**src/rtl/ssbe_pkg.sv**
```systemverilog
// ============================================================================
// ssbe_pkg - shared types and constants for the sector basis enumerator
// Holds the configuration register map, the decode limits, the control and
// status structs between controller and datapath, and the reciprocal table
// used by the digit divider.
// ============================================================================
package ssbe_pkg;

    // Field and decode widths
    localparam int CODE_W      = 32;
    localparam int SITES_MIN   = 3;
    localparam int SITES_MAX   = 8;
    localparam int CUTOFF_MIN  = 2;
    localparam int CUTOFF_MAX  = 8;
    localparam int DIGIT_W     = CODE_W - SITES_MIN;   // boson digit word after the shift
    localparam int SITE_IDX_W  = $clog2(SITES_MAX);
    localparam int RECIP_W     = 32;
    localparam int MOM_ACC_W   = 8;                    // unreduced momentum sum, max 224

    // Configuration port
    localparam int CFG_IDX_W   = 4;
    localparam int CFG_DATA_W  = 4;

    localparam logic [CFG_IDX_W-1:0] REG_SITES   = 4'd0;
    localparam logic [CFG_IDX_W-1:0] REG_CUTOFF  = 4'd1;
    localparam logic [CFG_IDX_W-1:0] REG_TMOM    = 4'd2;
    localparam logic [CFG_IDX_W-1:0] REG_TCHARGE = 4'd3;

    localparam logic [3:0] SITES_RST   = 4'd3;
    localparam logic [3:0] CUTOFF_RST  = 4'd5;
    localparam logic [2:0] TMOM_RST    = 3'd0;
    localparam logic [3:0] TCHARGE_RST = 4'd2;

    // Controller to datapath commands
    typedef struct packed {
        logic load;       // take the accepted item, clear accumulators
        logic mul_step;   // estimate quotient of the digit word
        logic div_step;   // correct quotient, extract one digit, accumulate
        logic finish;     // reduce momentum, judge the sector, fill output
    } ssbe_cmd_t;

    // Datapath to controller status
    typedef struct packed {
        logic last_site;  // current site is the last one in use
        logic out_free;   // output register can take a new result
    } ssbe_stat_t;

    // floor(2^32 / d) for the supported radices
    function automatic logic [RECIP_W-1:0] ssbe_recip(input logic [3:0] d);
        logic [RECIP_W-1:0] r;
        case (d)
            4'd2:    r = 32'h8000_0000;
            4'd3:    r = 32'h5555_5555;
            4'd4:    r = 32'h4000_0000;
            4'd5:    r = 32'h3333_3333;
            4'd6:    r = 32'h2AAA_AAAA;
            4'd7:    r = 32'h2492_4924;
            4'd8:    r = 32'h2000_0000;
            default: r = 32'h8000_0000;
        endcase
        return r;
    endfunction

endpackage

```
**src/rtl/ssbe_ctrl.sv**
```systemverilog
// ============================================================================
// ssbe_ctrl - sequencing controller
// Accepts one item at a time and walks the datapath through two steps per
// site (quotient estimate, then correction and accumulation) before a final
// step that writes the output register.
// ============================================================================
module ssbe_ctrl
    import ssbe_pkg::*;
(
    input  logic       clk,
    input  logic       rst_n,
    input  logic       in_valid,
    output logic       in_stall,
    input  ssbe_stat_t stat,
    output ssbe_cmd_t  cmd
);

    localparam logic [1:0] ST_IDLE = 2'd0;
    localparam logic [1:0] ST_MUL  = 2'd1;
    localparam logic [1:0] ST_DIV  = 2'd2;
    localparam logic [1:0] ST_FIN  = 2'd3;

    logic [1:0] state_reg;
    logic [1:0] state_next;

    // Hold off new items while one is being decoded
    assign in_stall = (state_reg != ST_IDLE);

    // Next state and commands
    always_comb
    begin
        state_next = state_reg;
        cmd        = '0;
        case (state_reg)
            ST_IDLE:
            begin
                if (in_valid)
                begin
                    cmd.load   = 1'b1;
                    state_next = ST_MUL;
                end
            end
            ST_MUL:
            begin
                cmd.mul_step = 1'b1;
                state_next   = ST_DIV;
            end
            ST_DIV:
            begin
                cmd.div_step = 1'b1;
                state_next   = stat.last_site ? ST_FIN : ST_MUL;
            end
            ST_FIN:
            begin
                if (stat.out_free)
                begin
                    cmd.finish = 1'b1;
                    state_next = ST_IDLE;
                end
            end
            default:
            begin
                state_next = ST_IDLE;
            end
        endcase
    end

    always_ff @(posedge clk or negedge rst_n)
    begin
        if (!rst_n)
            state_reg <= ST_IDLE;
        else
            state_reg <= state_next;
    end

endmodule

```
**config.mk**
```make
export PLATFORM = sky130hd
export DESIGN_NAME = ssbe_ctrl
export DESIGN_NICKNAME = d
export VERILOG_FILES = /design/src/rtl/ssbe_pkg.sv /design/src/rtl/ssbe_ctrl.sv
export SDC_FILE = /design/constraint.sdc
export NUM_CORES = 1
export LEC_CHECK = 0
export BUFFER_PORTS_ARGS = -buffer_cell sky130_fd_sc_hd__buf_2
export CORE_AREA = 2 2 39 41
export CTS_CLUSTER_SIZE = 20
export DETAILED_ROUTE_END_ITERATION = 10
export DIE_AREA = 0 0 41 43
export GPL_ROUTABILITY_DRIVEN = 1
export SYNTH_ARGS = -nofsm -noshare
export SYNTH_HDL_FRONTEND = slang
export SYNTH_SLANG_ARGS = --single-unit
```
**constraint.sdc**
```tcl
create_clock -name clk -period 1.3 [get_ports clk]
set_input_delay 0.13 -clock clk [delete_from_list [all_inputs] [get_ports clk]]
set_output_delay 0.13 -clock clk [all_outputs]
set_load 0.005 [all_outputs]
```
==> impl_metrics.ini, run 1 <==
[placement]
pre_cts_ws_ns = 0.287
gp_congestion = 0.562
dpl_cell_area_um2 = 185
port_buffers = 9

[global_routing]
grt_max_degree = 8
antenna_found_initial = 0
grt_pass1_vias = 130
grt_pass1_wl_um = 434
grt.total_usage_pct = 4.10
overflow = 0

[clock_network]
cts_sinks = 2
post-cts-setup-buffers = 0
clockBufferDepth = 2
cts_tree = yes
root_buffer = clkbuf_4
cts_buffers = 3
clk_pin_slew_ns = 0.03
htree_levels = 1
clk_latency_ns = 0.22

[die]
num_rows = 14
die_h_um = 43
start_util_pct = 8.68
io_pins = 10
die_w_um = 41
core_um2 = 1380
dieArea_um2 = 1760

[synthesis]
synth.area.mux_share_pct = 0
ys_ff_latch = 2
synth_xor_area_share_pct = 0
synth_fp_nets = 18
syn_inst = 13
yosysUniqueCellTypes = 11
synth-compound-area-share_pct = 12.5
ys_warn_count = 0
synth_simple_gate_area_share_pct = 39.6
syn_area_um2 = 120
syn_area_per_cell_um2 = 9.24
synthAdderAreaFrac_pct = 0
synth_seq_area_share_pct = 41.7
synth_top_family_by_area = simple AND/OR/NAND/NOR gates

[detailed_routing]
vias_per_cell = 3.21
routedWlPerCell_um = 6.98
num_vias = 135
drtAntennaViolNets = 0
drt_iter0_drc = 3
drt-pass1-iter-count = 2
drc = 0
wirelength_um = 293

[power_and_ir_drop]
p_leak_nw = 0.121
powerDensity_nw_per_um2 = 2190
p_total_mw = 0.479
ir_drop_v = 0.000308

[final_layout]
final_nets = 33
fin_area_um2 = 219
largest_reg_flops = 2
final_common_cell = buf_2
fill_cells = 162
final_cell_mix = 9 x buf_2, 3 x clkbuf_4, 2 x inv_1
drive_above_1_share_pct = 57.7
n_antenna_cell = 0
syn2layout_area_growth_pct = 82.3

[worst_setup_path]
ff2ff_setup_slack_ns = 0.40
required_ns = 1.17
start_kind = flop
cp_max_fo = 6
worst_ep_arrival_time_ns = 1.08
worstSetupEndpointType = primary output
worst-setup-path-type = reg -> out

[sta]
relSlewSlack_pct = 87.9
rsz0062_at_grt = no
holdWs_ns = 0.119
worst_slew_pin_slew_ns = 0.182
layout_setup_ws_ns = 0.0856
drv_slew = 0
fin_crit_sh_pct = 93.4
fmax_ghz = 0.823
finalSetupViolCount = 0
fin_skew_ns = 0.00227
finalHoldViolCount = 0
min_period_ns = 1.21
setup_tns_ns = 0

[worst_hold_path]
hp-class = in -> reg

[status]
outcome = finished, final reports clean

[job]
cap_violations = 0
what timing repair did:
action / CTS / global route
endpoints found under the setup margin: 0 / 1
resized for setup: 0 / 1
endpoints found under the hold margin: 2 / 0
hold buffers: 1 / 0
layout make-up:
| class | instances | area [um^2] | share of cell area, % |
|---|---|---|---|
| multi-input cells | 9 | 62.6 | 28.6 |
| repair buffers | 10 | 55.1 | 25.1 |
| flip-flops and latches | 2 | 51.3 | 23.4 |
| clock buffers | 3 | 22.5 | 10.3 |
| well taps | 16 | 20.0 | 9.14 |
| inverters | 2 | 7.51 | 3.43 |
layer usage:
| layer | share of wire (%) | wire length (um) | up-vias | global-route usage [%] |
|---|---|---|---|---|
| li1 | - | - | 70 | - |
| met1 | 37 | 108 | 59 | 3.82 |
| met2 | 53 | 156 | 6 | 5.31 |
| met3 | 9.6 | 28 | 0 | 0 |
| met4 | 0 | 0 | 0 | 8.00 |
| met5 | 0 | 0 | - | 0 |
through the flow:
stage	cells	utilization [%]
floorplan	13	-
global placement	38	13.4
detailed placement	38	13.4
CTS	42	15.7
global route	42	15.8
finish	42	15.8
report_power, final:
part           internal [mW]  switching (mW)  leakage, nW
registers             0.0985          0.0532       0.0225
clock network          0.102          0.0323       0.0138
logic                  0.123          0.0709       0.0848
synthesized netlist by cell type:
master	number	share of area, %
or2_1	1	5.2
nor2_1	1	3.1
nor2b_4	1	11
and2b_1	1	6.3
dfrtp_1	2	42
nand2_1	1	3.1
a22o_1	1	7.3
and3_1	1	5.2
inv_1	2	6.3
nor2_2	1	5.2
o22ai_1	1	5.2
final timing paths:
check,from,end,cells past startpoint
max,state_reg[0],cmd[3],3
min,stat[0],state_reg[0],2
max reg2reg,state_reg[1],state_reg[1],2
min reg2reg,state_reg[0],state_reg[0],1
max in group asynchronous,rst_n,state_reg[0],2
min in group asynchronous,rst_n,state_reg[0],2
critical path, cell delays in order (launching register included):
cell and delay, ns:
dfrtp_2 0.43, or2_1 0.25, nor2_2 0.07, buf_2 0.10
logic make-up after synthesis:
family | after synthesis
buffers and inverters | 2
flip-flops | 2
AND/OR/NAND/NOR | 7
AO/OA/AOI/OAI | 2
Power figures use the tool's default switching activity.
==> run 2, diff against run 1 <==
==> constraint.sdc (replaced) <==
create_clock -name clk -period 1.3 [get_ports clk]
set_input_delay 0.26 -clock clk [delete_from_list [all_inputs] [get_ports clk]]
set_output_delay 0.26 -clock clk [all_outputs]
set_load 0.005 [all_outputs]
==> run 2 against run 1 <==
- combinational power rose by 63%
- setup slack got worse by 0.074 ns
- largest cell class is now buffers
- sequential power fell by 22%
- clock-buffer cell count did not move
- global-route usage rose by 0.70 points
- wire length rose by 17%
- final area rose by 12%
- non-clock buffer count rose by 3
- total power rose by 20%
- clock power rose by 3%
==> impl_metrics.ini, run 2 (synthesis gave the netlist of run 1 again) <==
[worst_setup_path]
cp_max_fo = 2
required_ns = 1.04
worstPathCellList = or2_1 -> nor2_2 -> buf_2
start_kind = flop
crit_slowest_cell = dfrtp_2
worstSetupEndpointType = primary output
worst_ep_arrival_time_ns = 1.03
max_stage_delay_ns = 0.40
worst-setup-path-type = reg -> out

[global_routing]
grt.total_usage_pct = 4.80
antenna_found_initial = 0
grt_pass1_wl_um = 524
grt_max_degree = 6
overflow = 0
grt_pass1_vias = 150

[die]
num_rows = 14
dieArea_um2 = 1760
die_w_um = 41
start_util_pct = 8.68
io_pins = 10
die_h_um = 43
core_um2 = 1380

[sta]
finalSetupViolCount = 0
worst_slew_pin_slew_ns = 0.131
min_period_ns = 1.29
holdWs_ns = 0.244
layout_setup_ws_ns = 0.0120
rsz0062_at_grt = yes
fin_skew_ns = 0.00634
drv_slew = 0
finalHoldViolCount = 0
setup_tns_ns = 0
fmax_ghz = 0.776
relSlewSlack_pct = 91.3
fin_crit_sh_pct = 99.1

[placement]
dp.cells = 38
port_buffers = 9
pre_cts_ws_ns = 0.160
dpl_cell_area_um2 = 185
gp_congestion = 0.577

[power_and_ir_drop]
powerDensity_nw_per_um2 = 2340
p_total_mw = 0.574
p_leak_nw = 0.137
ir_drop_v = 0.000475

[final_layout]
final_common_cell = buf_2
final_nets = 36
syn2layout_area_growth_pct = 104
final_cell_count_no_fill = 45
fin_area_um2 = 245
final_cell_mix = 9 x buf_2, 3 x clkbuf_4, 2 x inv_1, 2 x buf_4
final_util_pct = 17.7
drive_above_1_share_pct = 62.1
largest_reg_flops = 2
n_antenna_cell = 0

[clock_network]
clockBufferDepth = 2
clk_pin_slew_ns = 0.03
cts_buffers = 3
clk_latency_ns = 0.23
cts_sinks = 2
htree_levels = 1
cts_tree = yes
root_buffer = clkbuf_4

[detailed_routing]
wirelength_um = 342
drc = 0
num_vias = 142
drt_iter0_drc = 5
vias_per_cell = 3.16
drtAntennaViolNets = 0
routedWlPerCell_um = 7.60
drt-pass1-iter-count = 4

[status]
outcome = finished, final reports clean

[job]
cap_violations = 0

[worst_hold_path]
hp-class = in -> reg
==> run 2: changes by cell type in the layout (fill, tap and decap cells not counted), sizes merged <==
cell / previous run / this run
buf: 9 / 12
==> run 2: area by class of cell <==
class                   instances  area [um^2]
well taps                      16         20.0
clock buffers                   3         22.5
fillers                       164         1140
repair buffers                 13         81.3
multi-input cells               9         62.6
inverters                       2         7.51
flip-flops and latches          2         51.3
==> run 2: path summary, 6_finish.rpt <==
| path | startpoint | endpoint | slack (ns) | depth (start not counted) |
|---|---|---|---|---|
| worst max-delay path | state_reg[0] | cmd[3] | 0.01 | 3 |
| worst min register to register | state_reg[0] | state_reg[0] | 0.57 | 2 |
| min in group asynchronous | rst_n | state_reg[0] | 0.35 | 2 |
| max in group asynchronous | rst_n | state_reg[0] | 0.85 | 2 |
| worst max register to register | state_reg[1] | state_reg[1] | 0.34 | 3 |
| worst min-delay path | stat[0] | state_reg[0] | 0.24 | 2 |
==> run 2: worst max-delay path: cells and delay by family (launching register included) <==
kind	cells	cell delay, ns
DFF	1	0.40
and+or+nand+nor	2	0.30
buffers and inverters	1	0.10
==> run 2: layer usage <==
metal,vias up,wire length (um),global-route usage [%]
li1,74,-,-
met1,60,137,4.14
met2,8,169,7.19
met3,0,34,3.14
met4,0,0,4.00
met5,-,0,0
==> run 2: repair_timing <==
| item | 4_1_cts | 5_1_grt |
|---|---|---|
| buffers inserted | 3 | 0 |
| endpoints found under the setup margin | 2 | 3 |
| pin swaps | 1 | 0 |
| hold buffers | 1 | 0 |
| gates resized for setup | 2 | 0 |
| endpoints found under the hold margin | 2 | 0 |
==> run 2: power by group <==
part | internal, mW | total (mW) | switching [mW]
Sequential | 0.0983 | 0.119 | 0.0211
Combinational | 0.191 | 0.316 | 0.125
Clock | 0.102 | 0.138 | 0.0363
Total | 0.391 | 0.574 | 0.182
